[config.mk]
export PLATFORM = sky130hd
export DESIGN_NAME = websocket_frame_unmasker_unit
export DESIGN_NICKNAME = d
export VERILOG_FILES = /design/src/wfu_pkg.sv /design/src/websocket_frame_unmasker_unit.sv
export SDC_FILE = /design/constraint.sdc
export NUM_CORES = 1
export LEC_CHECK = 0
export BUFFER_PORTS_ARGS = -buffer_cell sky130_fd_sc_hd__buf_2
export CAP_MARGIN = 20
export CORE_MARGIN = 3
export CORE_UTILIZATION = 41
export DETAILED_ROUTE_END_ITERATION = 10
export GPL_ROUTABILITY_DRIVEN = 0
export PLACE_DENSITY = 0.54
export SYNTH_ARGS = -nofsm -noshare
export SYNTH_HDL_FRONTEND = slang
export SYNTH_SLANG_ARGS = --single-unit
[constraint.sdc]
create_clock -name clk -period 12.4 [get_ports clk]
set_input_delay 1.86 -clock clk [delete_from_list [all_inputs] [get_ports clk]]
set_output_delay 1.86 -clock clk [all_outputs]
set_load 0.02 [all_outputs]
[src/wfu_pkg.sv]
// constants shared by the websocket frame unmasker
// no dependencies
`default_nettype none

package wfu_pkg;

	// width of the data frame length and byte counters
	localparam int FRAME_LEN_BITS = 24;
	localparam int STREAM_BITS    = 31;
	localparam int MSG_LEN_BITS   = 64;
	localparam int HDR_SIZE_BITS  = 4;

	// websocket header codes
	localparam logic [3:0] OPCODE_TEXT  = 4'h1;
	localparam logic [6:0] LEN_EXT16    = 7'd126;
	localparam logic [6:0] LEN_EXT64    = 7'd127;
	localparam logic [3:0] HDR_BASE     = 4'd2;
	localparam logic [3:0] HDR_KEY      = 4'd4;
	localparam logic [3:0] EXT16_BYTES  = 4'd2;
	localparam logic [3:0] EXT64_BYTES  = 4'd8;

	// parser phases
	localparam logic [1:0] PH_IDLE    = 2'd0;
	localparam logic [1:0] PH_HEADER  = 2'd1;
	localparam logic [1:0] PH_PAYLOAD = 2'd2;

endpackage

`default_nettype wire

[src/websocket_frame_unmasker_unit.sv]
// websocket frame deframer and unmasker, top level
// depends on wfu_pkg
`default_nettype none

// Takes the payload of HTTP/2 DATA frames one byte per item and parses one
// websocket header per DATA frame (opcode, mask bit, 7/16/64-bit length and
// optional 4-byte key). Only text frames give results: each payload byte is
// sent unmasked, the last one with tlast, and a zero-length text frame gives
// one empty-message item. Malformed, cut-short or non-text frames are dropped
// without a result. The block takes one item every clock while the output is
// not stalled; an item goes through an input register and a result register,
// and its result is loaded into the result register once that register is free
// or being read. Only a stalled m_axis_tready holds the pipeline back.
module websocket_frame_unmasker_unit
	import wfu_pkg::*;
(
	input  wire logic        clk,
	input  wire logic        arst_n,
	input  wire logic        s_axis_tvalid,
	output logic             s_axis_tready,
	// data_byte [7:0], frame_length [31:8], stream_number [62:32], zero [63]
	input  wire logic [63:0] s_axis_tdata,
	// frame_start
	input  wire logic        s_axis_tuser,
	output logic             m_axis_tvalid,
	input  wire logic        m_axis_tready,
	// out_stream [30:0], clear_byte [38:31], zero [39]
	output logic [39:0]      m_axis_tdata,
	// message_end
	output logic             m_axis_tlast,
	// empty_message
	output logic             m_axis_tuser
);

	localparam int FLB = FRAME_LEN_BITS;

	// input register
	logic                   valid_s1;
	logic [7:0]             byte_s1;
	logic                   start_s1;
	logic [FLB-1:0]         flen_s1;
	logic [STREAM_BITS-1:0] strm_s1;

	// parser state
	logic [1:0]               phase_q;
	logic [FLB-1:0]           pos_q;
	logic [FLB-1:0]           hlen_q;
	logic [STREAM_BITS-1:0]   strm_q;
	logic [3:0]               op_q;
	logic                     mask_q;
	logic [MSG_LEN_BITS-1:0]  mlen_q;
	logic [31:0]              key_q;
	logic [HDR_SIZE_BITS-1:0] hs_q;
	logic [FLB-1:0]           left_q;

	// result register
	logic                   out_valid_q;
	logic [STREAM_BITS-1:0] out_strm_q;
	logic [7:0]             out_byte_q;
	logic                   out_end_q;
	logic                   out_empty_q;

	logic advance;
	logic proc;

	assign advance       = !out_valid_q || m_axis_tready;
	assign proc          = valid_s1 && advance;
	assign s_axis_tready = !valid_s1 || advance;

	// input register load
	always_ff @(posedge clk or negedge arst_n) begin
		if (!arst_n) begin
			valid_s1 <= 1'b0;
		end else if (s_axis_tready) begin
			valid_s1 <= s_axis_tvalid;
		end
	end

	always_ff @(posedge clk) begin
		if (s_axis_tready && s_axis_tvalid) begin
			byte_s1  <= s_axis_tdata[7:0];
			flen_s1  <= s_axis_tdata[8 +: FLB];
			strm_s1  <= s_axis_tdata[62:32];
			start_s1 <= s_axis_tuser;
		end
	end

	// current state, with a frame start taking the place of the held frame
	logic [1:0]               cur_phase;
	logic [FLB-1:0]           cur_pos;
	logic [FLB-1:0]           cur_hlen;
	logic [STREAM_BITS-1:0]   cur_strm;
	logic [3:0]               cur_op;
	logic                     cur_mask;
	logic [MSG_LEN_BITS-1:0]  cur_mlen;
	logic [31:0]              cur_key;
	logic [HDR_SIZE_BITS-1:0] cur_hs;
	logic [FLB-1:0]           cur_left;

	always_comb begin
		if (start_s1) begin
			cur_phase = PH_HEADER;
			cur_pos   = '0;
			cur_hlen  = flen_s1;
			cur_strm  = strm_s1;
			cur_op    = '0;
			cur_mask  = 1'b0;
			cur_mlen  = '0;
			cur_key   = '0;
			cur_hs    = HDR_BASE;
			cur_left  = '0;
		end else begin
			cur_phase = phase_q;
			cur_pos   = pos_q;
			cur_hlen  = hlen_q;
			cur_strm  = strm_q;
			cur_op    = op_q;
			cur_mask  = mask_q;
			cur_mlen  = mlen_q;
			cur_key   = key_q;
			cur_hs    = hs_q;
			cur_left  = left_q;
		end
	end

	// next state and result of the item in the input register
	logic [1:0]               nxt_phase;
	logic [FLB-1:0]           nxt_pos;
	logic [3:0]               nxt_op;
	logic                     nxt_mask;
	logic [MSG_LEN_BITS-1:0]  nxt_mlen;
	logic [31:0]              nxt_key;
	logic [HDR_SIZE_BITS-1:0] nxt_hs;
	logic [FLB-1:0]           nxt_left;
	logic                     emit;
	logic [7:0]               emit_byte;
	logic                     emit_end;
	logic                     emit_empty;

	logic [HDR_SIZE_BITS-1:0] ext_old;
	logic [HDR_SIZE_BITS-1:0] ext_new;
	logic [6:0]               len7;
	logic [FLB-1:0]           pos_inc;
	logic [FLB-1:0]           room;
	logic                     too_long;
	logic [1:0]               kidx;
	logic [7:0]               kbyte;
	logic [FLB-1:0]           left_dec;

	always_comb begin
		nxt_phase  = cur_phase;
		nxt_pos    = cur_pos;
		nxt_op     = cur_op;
		nxt_mask   = cur_mask;
		nxt_mlen   = cur_mlen;
		nxt_key    = cur_key;
		nxt_hs     = cur_hs;
		nxt_left   = cur_left;
		emit       = 1'b0;
		emit_byte  = '0;
		emit_end   = 1'b0;
		emit_empty = 1'b0;
		pos_inc    = cur_pos + FLB'(1);
		ext_old    = cur_hs - HDR_BASE - (cur_mask ? HDR_KEY : 4'd0);
		len7       = byte_s1[6:0];
		ext_new    = (len7 == LEN_EXT16) ? EXT16_BYTES :
			(len7 == LEN_EXT64) ? EXT64_BYTES : 4'd0;
		room       = '0;
		too_long   = 1'b0;
		kidx       = cur_pos[1:0] - cur_hs[1:0];
		left_dec   = cur_left - FLB'(1);
		case (kidx)
			2'd0:    kbyte = cur_key[31:24];
			2'd1:    kbyte = cur_key[23:16];
			2'd2:    kbyte = cur_key[15:8];
			default: kbyte = cur_key[7:0];
		endcase

		if (cur_phase != PH_IDLE) begin
			if (cur_pos >= cur_hlen) begin
				// byte beyond the data frame
				nxt_phase = PH_IDLE;
			end else begin
				nxt_pos = pos_inc;
				if (cur_phase == PH_HEADER) begin
					if (cur_pos == '0) begin
						nxt_op = byte_s1[3:0];
					end else begin
						// header fields
						if (cur_pos == FLB'(1)) begin
							nxt_mask = byte_s1[7];
							nxt_hs   = HDR_BASE + ext_new + (byte_s1[7] ? HDR_KEY : 4'd0);
							nxt_mlen = (len7 < LEN_EXT16) ?
								MSG_LEN_BITS'(len7) : '0;
						end else if (cur_pos < FLB'(HDR_BASE + ext_old)) begin
							nxt_mlen = {cur_mlen[MSG_LEN_BITS-9:0], byte_s1};
						end else begin
							nxt_key = {cur_key[23:0], byte_s1};
						end
						// header complete
						room     = cur_hlen - FLB'(nxt_hs);
						too_long = (|nxt_mlen[MSG_LEN_BITS-1:FLB]) ||
							(nxt_mlen[FLB-1:0] > room);
						if (pos_inc == FLB'(nxt_hs)) begin
							if (too_long || cur_op != OPCODE_TEXT) begin
								nxt_phase = PH_IDLE;
							end else if (nxt_mlen == '0) begin
								emit       = 1'b1;
								emit_end   = 1'b1;
								emit_empty = 1'b1;
								nxt_phase  = PH_IDLE;
							end else begin
								nxt_left  = nxt_mlen[FLB-1:0];
								nxt_phase = PH_PAYLOAD;
							end
						end
					end
				end else begin
					// payload byte
					emit      = 1'b1;
					emit_byte = byte_s1 ^ kbyte;
					nxt_left  = left_dec;
					if (left_dec == '0) begin
						emit_end  = 1'b1;
						nxt_phase = PH_IDLE;
					end
				end
			end
		end
	end

	// parser state update
	always_ff @(posedge clk or negedge arst_n) begin
		if (!arst_n) begin
			phase_q <= PH_IDLE;
			pos_q   <= '0;
			hlen_q  <= '0;
			strm_q  <= '0;
			op_q    <= '0;
			mask_q  <= 1'b0;
			mlen_q  <= '0;
			key_q   <= '0;
			hs_q    <= HDR_BASE;
			left_q  <= '0;
		end else if (proc) begin
			phase_q <= nxt_phase;
			pos_q   <= nxt_pos;
			hlen_q  <= cur_hlen;
			strm_q  <= cur_strm;
			op_q    <= nxt_op;
			mask_q  <= nxt_mask;
			mlen_q  <= nxt_mlen;
			key_q   <= nxt_key;
			hs_q    <= nxt_hs;
			left_q  <= nxt_left;
		end
	end

	// result register
	always_ff @(posedge clk or negedge arst_n) begin
		if (!arst_n) begin
			out_valid_q <= 1'b0;
		end else if (advance) begin
			out_valid_q <= proc && emit;
		end
	end

	always_ff @(posedge clk) begin
		if (proc && emit) begin
			out_strm_q  <= cur_strm;
			out_byte_q  <= emit_byte;
			out_end_q   <= emit_end;
			out_empty_q <= emit_empty;
		end
	end

	assign m_axis_tvalid = out_valid_q;
	assign m_axis_tdata  = {1'b0, out_byte_q, out_strm_q};
	assign m_axis_tlast  = out_end_q;
	assign m_axis_tuser  = out_empty_q;

	// checks
	a_empty_ends: assert property (@(posedge clk) disable iff (!arst_n)
		(m_axis_tvalid && m_axis_tuser) |-> m_axis_tlast)
		else $error("empty message without end mark");

	a_empty_zero: assert property (@(posedge clk) disable iff (!arst_n)
		(m_axis_tvalid && m_axis_tuser) |-> (m_axis_tdata[38:31] == 8'd0))
		else $error("empty message carries a byte");

	a_payload_left: assert property (@(posedge clk) disable iff (!arst_n)
		(phase_q == PH_PAYLOAD) |-> (left_q != '0))
		else $error("payload phase with no bytes left");

	a_payload_text: assert property (@(posedge clk) disable iff (!arst_n)
		(phase_q == PH_PAYLOAD) |-> (op_q == OPCODE_TEXT))
		else $error("payload phase on a non-text frame");

	a_result_source: assert property (@(posedge clk) disable iff (!arst_n)
		$rose(m_axis_tvalid) |-> $past(valid_s1))
		else $error("result without an item in the input register");

endmodule

`default_nettype wire
==> results.json, run 1 <==
{
  "crit_path_frequent_cell": "ha_1",
  "syn_inst": 1707,
  "drv_slew": 0,
  "p_int_w": 0.00250,
  "cp.arrival_ns": 8.41,
  "async_flop_share_pct": 66.9,
  "finClkSkew_ns": 0.0111,
  "p_switching_w": 0.00146,
  "postRouteWirelength_um": 51300,
  "worstPathRequired_ns": 12.59,
  "via_per_inst": 5.96,
  "grt_pass1_vias": 13500,
  "worst_path_largest_cell_delay_ns": 0.75,
  "drtIter0Drc": 1204,
  "dieArea_um2": 45100,
  "htree_levels": 2,
  "post_cts_buffers": 0,
  "initial_core_util_pct": 42.1,
  "cts_resized": 0,
  "synthFlopType": "dfrtp_1",
  "antenna_found_initial": 0,
  "netlist_area_um2": 17500,
  "hold_viol_final": 0,
  "p_sw_share_pct": 36.8,
  "timing.fmax_mhz": 122,
  "ys_seq_elements": 317,
  "clock-sinks": 317,
  "nFillCells": 3913,
  "fin_crit_sh_pct": 66.3,
  "worstSkewPairLatency_ns": 0.55,
  "drive_above_1_share_pct": 16.2,
  "worstPathMaxFanout": 50,
  "wl_per_cell_um": 21.9,
  "grt_max_degree": 143,
  "fin_nets": 1917,
  "p_per_area_nw_per_um2": 200,
  "die_h_um": 212,
  "syn-num-nets": 1839,
  "pwr-share-comb_pct": 34.2,
  "critPathLaunchType": "register",
  "maxCapViolCount": 0,
  "globalRouteOverflowTotal": 0,
  "hold_path_class": "register to register",
  "crit_chain": "buf_4 > nand2b_1 > ha_1 > ha_1 > or3_1 > ha_1 > o21ai_0 > a21oi_1 > o21a_1 > o21ai_0 > a21oi_1 > ha_1 > nand4_1 > or4_1 > nor2_1 > a22oi_1 > a2111oi_0 > nand4_1 > nor2_1 > o21ai_0 > clkinv_1 > buf_4",
  "ir_drop_mv": 0.116,
  "ios": 113,
  "clkPwrFrac_pct": 28.4,
  "multi_input_area_um2": 8450,
  "leakagePower_nw": 8.37,
  "fp-row-count": 74,
  "drc": 0,
  "critical_path_class": "register to register",
  "antenna_left": 0,
  "register_area_um2": 8460,
  "seq_area_frac_synth_pct": 48.5,
  "period_needed_ns": 8.23,
  "relSlewSlack_pct": 34.9,
  "tightest_slew_ns": 0.977,
  "yosys_warnings": 0,
  "endpoint_kind": "register",
  "final_area_um2": 19800,
  "instances_no_fill": 2345,
  "synth_edf_count": 105,
  "cts-root-buf": "clkbuf_16",
  "rsz0062_at_grt": "false",
  "setup_tns_ns": 0,
  "power.total_w": 0.00397,
  "finalSetupViolations": 0,
  "diodes": 0,
  "die_x_um": 212,
  "core_region_area_um2": 41500,
  "synth.distinct_cells": 84,
  "track_usage_pct": 22.8,
  "placed_area_um2": 18500,
  "mostFrequentLayoutCells": "dfrtp_1, nand2_1, o21ai_0, buf_2, nor2_1",
  "cts_tree": "yes",
  "dp_cells": 2275,
  "cts_made_buffers": 38,
  "final_util_pct": 47.7,
  "outcome": "finished clean",
  "layout_commonest_cell": "dfrtp_1",
  "hpwlAfterDp_um": 35100,
  "areaGrowthSynthToFinish_pct": 13.4,
  "clock_path_buffers": 3,
  "critPathSlowestCell": "a2111oi_0",
  "cts.clk_slew.worst_paths_ns": 0.06,
  "vias": 14000,
  "hold_buffers": 0,
  "synth.avg_cell_area_um2": 10.2,
  "port_buffers": 110,
  "drt-pass1-iter-count": 5,
  "seq_power_share_pct": 37.4,
  "grt_pass1_wl_um": 80200
}
[power by group through the flow]
stage	Sequential (W)	Combinational (W)	Clock [W]
after floorplan	0.00145	0.000965	0
after global placement	0.00149	0.00131	0
after detailed placement	0.00150	0.00134	0
after CTS	0.00148	0.00134	0.00116
after global routing	0.00151	0.00150	0.00120
final	0.00148	0.00136	0.00113
[synthesized netlist by cell type (9+ instances only)]
library cell | number | area (um2)
a21o_1 | 17 | 128
nand3_1 | 23 | 115
o31ai_1 | 12 | 90.1
and3_1 | 19 | 119
mux2_2 | 66 | 743
inv_1 | 43 | 161
xor2_1 | 18 | 158
nand4_1 | 36 | 225
o211ai_1 | 11 | 82.6
ha_1 | 62 | 776
mux2i_1 | 35 | 350
or3_1 | 10 | 62.6
clkbuf_1 | 72 | 270
a21oi_1 | 74 | 370
xnor2_1 | 33 | 289
dfrtp_1 | 211 | 5280
and2_1 | 12 | 75.1
nor3_1 | 38 | 190
nand2b_1 | 10 | 62.6
or4_1 | 11 | 82.6
nor4_1 | 25 | 156
o21a_1 | 9 | 67.6
nand2_1 | 190 | 713
a22oi_1 | 34 | 255
edfxtp_1 | 105 | 3150
nor2_1 | 109 | 409
nor2b_1 | 30 | 188
o21ai_0 | 144 | 721
a22o_1 | 83 | 727
buf_2 | 19 | 95.1
[final timing paths]
check                                       start                       to  slack, ns  depth (start not counted)
max in group asynchronous                  arst_n    mlen_q[5]$_DFFE_PN0P_       9.58                          2
hold reg to reg            hlen_q[19]$_DFFE_PN0P_   hlen_q[19]$_DFFE_PN0P_       0.48                          2
setup / recovery               start_s1$_DFFE_PP_  out_strm_q[2]$_DFFE_PP_       4.17                         22
hold / removal             hlen_q[19]$_DFFE_PN0P_   hlen_q[19]$_DFFE_PN0P_       0.48                          2
min in group asynchronous                  arst_n   mlen_q[37]$_DFFE_PN0P_       1.42                          1
setup reg to reg               start_s1$_DFFE_PP_  out_strm_q[2]$_DFFE_PP_       4.17                         22
[kinds of logic (layout without fill, tap and decap cells)]
group | after synthesis | in the layout | synth area share (%)
and+or+nand+nor | 553 | 553 | 15.9
AOI/OAI and AO/OA | 468 | 468 | 17.9
DFF | 317 | 317 | 48.5
buffers and inverters | 145 | 251 | 3.33
muxes | 109 | 109 | 7.30
adders and majority gates | 63 | 63 | 4.56
xor gates and xnor gates | 51 | 51 | 2.56
other | 1 | 1 | 0.0215
[sequential cells by signal, summed over array words and instances, names as in the netlist, 8 cells and up]
register,cells
flen_s1,24
pos_q,24
out_strm_q,31
byte_s1,8
strm_q,31
key_q,32
hlen_q,24
left_q,24
mlen_q,64
out_byte_q,8
strm_s1,31
[stage by stage]
step / hold WS, ns / setup slack (ns)
6_report: 0.481 / 4.17
5_1_grt: 0.502 / 3.69
4_1_cts: 0.484 / 4.25
3_5_place_dp: 0.470 / 4.29
3_3_place_gp: 0.459 / 4.43
2_1_floorplan: 0.446 / 3.78
[worst max-delay path, delay by kind of cell, from the launching register on]
kind                       cells  cell delay [ns]
AOI/OAI and AO/OA              8             2.89
and+or+nand+nor                7             2.10
buffers and inverters          3             1.28
adders and majority gates      4             1.11
DFF                            1             0.45
[routing by layer]
| metal | routed length [um] | track usage [%] | share of wire, % | up-vias |
|---|---|---|---|---|
| met4 | 1340 | 7.00 | 2.6 | 0 |
| met3 | 2600 | 3.02 | 5.1 | 82 |
| met2 | 23600 | 35.8 | 46 | 408 |
| met1 | 23800 | 33.1 | 46 | 6931 |
| li1 | - | - | - | 6551 |
| met5 | 0 | 0 | 0 | - |
[layout make-up]
cell class	instances	area share, %
multi-input combinational	1245	42.7
clock buffer	52	5.33
sequential	317	42.7
timing repair buffer	139	4.10
clock inverter	16	0.948
tap	532	3.36
inverter	44	0.835
No activity file was read; power rests on OpenSTA's default activity.
==> inputs of run 2 (changes only) <==
--- a/config.mk
+++ b/config.mk
@@ -11,7 +11,7 @@
 export CORE_UTILIZATION = 41
 export DETAILED_ROUTE_END_ITERATION = 10
 export GPL_ROUTABILITY_DRIVEN = 0
-export PLACE_DENSITY = 0.54
+export PLACE_DENSITY = 0.56
 export SYNTH_ARGS = -nofsm -noshare
 export SYNTH_HDL_FRONTEND = slang
 export SYNTH_SLANG_ARGS = --single-unit
==> constraint.sdc (replaced) <==
create_clock -name clk -period 7 [get_ports clk]
set_input_delay 1.05 -clock clk [delete_from_list [all_inputs] [get_ports clk]]
set_output_delay 1.05 -clock clk [all_outputs]
set_load 0.02 [all_outputs]
==> results.json, run 2 (synthesis results as in run 1) <==
{
  "fp-row-count": 74,
  "r2r-start": "start_s1$_DFFE_PP_",
  "clock-sinks": 317,
  "startpoint": "start_s1$_DFFE_PP_",
  "drtIter0Drc": 1270,
  "drv_slew": 0,
  "track_usage_pct": 23.0,
  "wl_per_cell_um": 21.8,
  "power.total_w": 0.00715,
  "outcome": "finished clean",
  "maxCapViolCount": 0,
  "core_region_area_um2": 41500,
  "top_register": "mlen_q",
  "timing.rr.end": "left_q[15]$_DFFE_PN0P_",
  "antenna_found_initial": 0,
  "reg_top3": "mlen_q (64), key_q (32)",
  "die_h_um": 212,
  "period_needed_ns": 6.54,
  "multi_input_area_um2": 8500,
  "layout_commonest_cell": "dfrtp_1",
  "initial_core_util_pct": 42.1,
  "finalSetupViolations": 0,
  "largest_reg_flops": 64,
  "timing.fmax_mhz": 153,
  "register_area_um2": 8460,
  "grt_pass1_wl_um": 80900,
  "hpwlAfterDp_um": 35700,
  "cts_made_buffers": 38,
  "tightest_slew_ns": 1.06,
  "drc": 0,
  "leakagePower_nw": 8.56,
  "cts_tree": "yes",
  "mostFrequentLayoutCells": "dfrtp_1, nand2_1, o21ai_0, buf_2, nor2_1",
  "ios": 113,
  "placed_area_um2": 18800,
  "critPathLaunchType": "register",
  "r2r_cells": 22,
  "rsz0062_at_grt": "false",
  "cts.clk_slew.worst_paths_ns": 0.06,
  "cts-root-buf": "clkbuf_16",
  "hold_path_class": "register to register",
  "post_cts_buffers": 0,
  "nFillCells": 3840,
  "worstSkewPairLatency_ns": 0.56,
  "pre_cts_ws_ns": 0.317,
  "p_per_area_nw_per_um2": 355,
  "htree_levels": 2,
  "antenna_left": 0,
  "final_area_um2": 20100,
  "ir_drop_mv": 0.163,
  "postRouteWirelength_um": 51800,
  "worstPathMaxFanout": 28,
  "relSlewSlack_pct": 28.8,
  "finClkSkew_ns": 0.0146,
  "drt-pass1-iter-count": 6,
  "cp.arrival_ns": 6.97,
  "critical_path_class": "register to register",
  "dieArea_um2": 45100,
  "fin_nets": 1947,
  "worstPathRequired_ns": 7.43,
  "clock_path_buffers": 3,
  "via_per_inst": 5.91,
  "vias": 14000,
  "grt_max_degree": 118,
  "crit_end": "left_q[15]$_DFFE_PN0P_",
  "r2r_setup_slack_ns": 0.46,
  "whs_ns": 0.478,
  "setup_tns_ns": 0,
  "areaGrowthSynthToFinish_pct": 15.4,
  "endpoint_kind": "register",
  "globalRouteOverflowTotal": 0,
  "drive_above_1_share_pct": 18.6,
  "hold_viol_final": 0,
  "die_x_um": 212,
  "fin_crit_sh_pct": 93.4,
  "grt_pass1_vias": 13900,
  "timing.final.ws_setup_ns": 0.459,
  "port_buffers": 110
}
-- run 2: worst min-delay path by stage --
stage	slack, ns	end	cells after the start	from
3_3_place_gp	0.46	hlen_q[4]$_DFFE_PN0P_	2	hlen_q[4]$_DFFE_PN0P_
4_1_cts	0.48	hlen_q[11]$_DFFE_PN0P_	2	hlen_q[11]$_DFFE_PN0P_
6_report	0.48	hlen_q[11]$_DFFE_PN0P_	2	hlen_q[11]$_DFFE_PN0P_
5_1_grt	0.51	hlen_q[16]$_DFFE_PN0P_	2	hlen_q[16]$_DFFE_PN0P_
2_1_floorplan	0.45	hlen_q[16]$_DFFE_PN0P_	2	hlen_q[16]$_DFFE_PN0P_
3_5_place_dp	0.47	hlen_q[2]$_DFFE_PN0P_	2	hlen_q[2]$_DFFE_PN0P_
-- run 2: final cells by class --
| cell class | count | share of cell area, % |
|---|---|---|
| clock inverters | 17 | 1.00 |
| well taps | 532 | 3.31 |
| multi-input cells | 1245 | 42.2 |
| repair buffers | 169 | 5.29 |
| clock buffers | 51 | 5.32 |
| flip-flops and latches | 317 | 42.0 |
| diodes | 2 | 0.0249 |
| inverters | 44 | 0.839 |
-- run 2: worst max-delay path, cell delays in order, from the launching register on --
cell and delay [ns]:
edfxtp_1 0.50, buf_4 0.40, nand2b_1 0.19, ha_1 0.24
ha_1 0.32, or3_1 0.38, ha_1 0.28, o21ai_0 0.09
a21oi_2 0.32, o21a_1 0.47, o21ai_0 0.18, a21oi_2 0.21
ha_1 0.21, nand4_1 0.14, or4_1 0.57, nor2_1 0.16
a22oi_1 0.11, a2111oi_1 0.30, buf_4 0.20, nand4_1 0.09
buf_4 0.20, o31a_1 0.43, a221o_1 0.41
-- run 2: power breakdown --
part           leakage [nW]  switching, W  total, W  internal (W)
sequential             3.76      0.000308   0.00262       0.00231
clock                 0.624      0.000810   0.00204       0.00123
combinational          4.17       0.00152   0.00250      0.000975
total                  8.56       0.00264   0.00715       0.00451
-- run 2: metal layers --
layer	part of all wire, %	vias to the layer above	wire length [um]	global-route usage, %
met1	46	6895	23800	33.0
li1	-	6598	-	-
met5	0	-	0	0
met3	5.6	102	2900	3.47
met4	3.4	0	1780	8.67
met2	45	442	23400	35.6
-- run 2: what timing repair did --
item	4_1_cts	5_1_grt
hold buffers	0	0
gates resized for setup	0	6
endpoints found under the setup margin	0	59
-- run 2: stage by stage --
| step | cells | util [%] |
|---|---|---|
| after floorplan | 1707 | - |
| after global placement | 2306 | 45.3 |
| after detailed placement | 2306 | 45.3 |
| after CTS | 2374 | 48.4 |
| after global routing | 2375 | 48.5 |
| final | 2377 | 48.5 |
==> inputs of run 3 (changes only) <==
--- a/config.mk
+++ b/config.mk
@@ -5,13 +5,14 @@
 export SDC_FILE = /design/constraint.sdc
 export NUM_CORES = 1
 export LEC_CHECK = 0
+export ABC_AREA = 1
 export BUFFER_PORTS_ARGS = -buffer_cell sky130_fd_sc_hd__buf_2
 export CAP_MARGIN = 20
 export CORE_MARGIN = 3
 export CORE_UTILIZATION = 41
 export DETAILED_ROUTE_END_ITERATION = 10
 export GPL_ROUTABILITY_DRIVEN = 0
-export PLACE_DENSITY = 0.56
+export PLACE_DENSITY = 0.53
 export SYNTH_ARGS = -nofsm -noshare
 export SYNTH_HDL_FRONTEND = slang
 export SYNTH_SLANG_ARGS = --single-unit
==> constraint.sdc (replaced) <==
create_clock -name clk -period 8.05 [get_ports clk]
set_input_delay 1.2075 -clock clk [delete_from_list [all_inputs] [get_ports clk]]
set_output_delay 1.2075 -clock clk [all_outputs]
set_load 0.02 [all_outputs]
==> results.json, run 3 <==
{
  "nFillCells": 4756,
  "worstSkewPairLatency_ns": 0.58,
  "hpwlAfterDp_um": 39700,
  "track_usage_pct": 22.9,
  "core_region_area_um2": 47100,
  "cts-root-buf": "clkbuf_16",
  "layout_commonest_cell": "nand2_1",
  "maxCapViolCount": 0,
  "areaGrowthSynthToFinish_pct": 11.5,
  "synth.distinct_cells": 51,
  "synth_top_family_by_area": "simple AND/OR/NAND/NOR gates",
  "synth.most_common_cell": "nand2_1",
  "wl_per_cell_um": 17.2,
  "clock_path_buffers": 3,
  "cts.clk_slew.worst_paths_ns": 0.06,
  "cts_resized": 0,
  "netlist_area_um2": 19800,
  "die_x_um": 226,
  "timing.fmax_mhz": 144,
  "synth.avg_cell_area_um2": 7.30,
  "ys_seq_elements": 317,
  "initial_core_util_pct": 42.0,
  "crit_path_frequent_cell": "nand2_1",
  "top_register": "mlen_q",
  "setup_tns_ns": 0,
  "clock-sinks": 317,
  "drt-pass1-iter-count": 6,
  "postRouteWirelength_um": 58300,
  "cp.arrival_ns": 7.14,
  "via_per_inst": 5.25,
  "fp-row-count": 79,
  "htree_levels": 2,
  "r2r_cells": 34,
  "critical_path_class": "register to register",
  "min_path_cells": 2,
  "period_needed_ns": 6.94,
  "globalRouteOverflowTotal": 0,
  "worstPathRequired_ns": 8.25,
  "rsz0062_at_grt": "false",
  "grt_pass1_wl_um": 92400,
  "outcome": "finished clean",
  "drc": 0,
  "synth_top_area_share_pct": 26.7,
  "post_cts_buffers": 0,
  "yosysTopAreaCell": "dfrtp_1",
  "relSlewSlack_pct": 29.6,
  "seq_area_frac_synth_pct": 42.8,
  "hold_path_class": "register to register",
  "synthTopCellsByCount": "nand2_1, inv_1, o21ai_0",
  "p_per_area_nw_per_um2": 379,
  "dieArea_um2": 50900,
  "yosys.area_share.simple_pct": 27.2,
  "synthFlopType": "dfrtp_1",
  "path_depth": 34,
  "antenna_left": 0,
  "grt_max_degree": 175,
  "vias": 17800,
  "critPathSlowestCell": "inv_2",
  "async_flop_share_pct": 66.9,
  "drive_above_1_share_pct": 9.85,
  "hold_viol_final": 0,
  "drtIter0Drc": 1284,
  "syn_inst": 2710,
  "yosys.area_share.adder_pct": 4.02,
  "synth-compound-area-share_pct": 13.8,
  "cts_tree": "yes",
  "leakagePower_nw": 10.6,
  "ios": 113,
  "finalSetupViolations": 0,
  "worst_path_largest_cell_delay_ns": 0.56,
  "tightest_slew_ns": 1.06,
  "finClkSkew_ns": 0.0221,
  "worstPathMaxFanout": 174,
  "port_buffers": 110,
  "fin_nets": 2895,
  "ir_drop_mv": 0.179,
  "critPathLaunchType": "register",
  "cts_made_buffers": 38,
  "largest_reg_flops": 64,
  "reg_top3": "mlen_q (64), key_q (32)",
  "synth_area_leaders": "dfrtp_1, edfxtp_1, nand2_1",
  "final_util_pct": 46.9,
  "synth_mux_area_share_pct": 0.101,
  "endpoint_kind": "register",
  "synth_edf_count": 105,
  "grt_pass1_vias": 16900,
  "mostFrequentLayoutCells": "nand2_1, inv_1, o21ai_0, nor2_1, dfrtp_1",
  "syn-num-nets": 2842,
  "fin_crit_sh_pct": 86.3,
  "die_h_um": 226,
  "hold_buffers": 0,
  "yosys_warnings": 0,
  "path_buf_inv": 5,
  "path_delay_family": "simple AND/OR/NAND/NOR gates",
  "diodes": 0,
  "antenna_found_initial": 0,
  "drv_slew": 0,
  "synth-xor-area-share_pct": 2.52
}
-- run 3: changes by cell type after synthesis, sizes merged, moves of 31 or more --
cell	change
o21ai	+184
nand2	+541
a21oi	+37
nand3	+150
xor2	+32
a22o	-83
nor2	+166
mux2	-66
or2	+31
inv	+298
mux2i	-33
-- run 3: routing by layer --
metal  track usage [%]  routed length [um]  vias up
li1                  -                   -     8899
met1              30.3               25600     8354
met2              37.7               27100      479
met3              3.24                3180      113
met4              9.76                2370        0
met5                 0                   0        -
-- run 3: path summary, 6_finish.rpt --
kind / start / to / slack [ns]
max: start_s1$_DFFE_PP_ / out_strm_q[27]$_DFFE_PP_ / 1.11
min: hlen_q[14]$_DFFE_PN0P_ / hlen_q[14]$_DFFE_PN0P_ / 0.48
max reg2reg: start_s1$_DFFE_PP_ / out_strm_q[27]$_DFFE_PP_ / 1.11
min reg2reg: hlen_q[14]$_DFFE_PN0P_ / hlen_q[14]$_DFFE_PN0P_ / 0.48
max in group asynchronous: arst_n / pos_q[14]$_DFFE_PN0P_ / 5.95
min in group asynchronous: arst_n / strm_q[19]$_DFFE_PN0P_ / 0.69
-- run 3: layout make-up --
cell class / instances / area, um2 / area share, %
inverters: 343 / 1290 / 5.87
flip-flops and latches: 317 / 8460 / 38.4
clock buffers: 54 / 1050 / 4.77
multi-input cells: 1914 / 9460 / 42.9
repair buffers: 149 / 866 / 3.93
clock inverters: 16 / 168 / 0.760
well taps: 607 / 759 / 3.44
-- run 3: power breakdown --
| part | total [W] | internal [W] | switching (W) |
|---|---|---|---|
| clock network | 0.00167 | 0.000957 | 0.000717 |
| registers | 0.00251 | 0.00227 | 0.000242 |
| logic | 0.00417 | 0.00127 | 0.00290 |
| total | 0.00835 | 0.00449 | 0.00386 |
-- run 3: stage by stage --
step / total power, W / hold slack, ns / std cells / instance area [um2] / setup slack [ns]
2_1_floorplan: 0.00552 / 0.448 / 2710 / 19800 / 0.346
4_1_cts: 0.00842 / 0.484 / 3400 / 22100 / 1.01
3_3_place_gp: 0.00661 / 0.462 / 3330 / 20800 / 1.08
3_5_place_dp: 0.00669 / 0.470 / 3330 / 20800 / 1.04
5_1_grt: 0.00912 / 0.506 / 3400 / 22100 / 0.556
6_report: 0.00835 / 0.480 / 3400 / 22100 / 1.11
-- run 3: cells by family after synthesis --
group / after synthesis
and+or+nand+nor: 1281
AOI/OAI and AO/OA: 510
buffers and inverters: 479
DFF: 317
adders and majority gates: 63
xor gates and xnor gates: 57
muxes: 2
other: 1
-- run 3: worst min-delay path, stage by stage (launching register included) --
cell,delay (ns)
dfrtp_1,0.33
nand2_1,0.05
o21ai_0,0.06
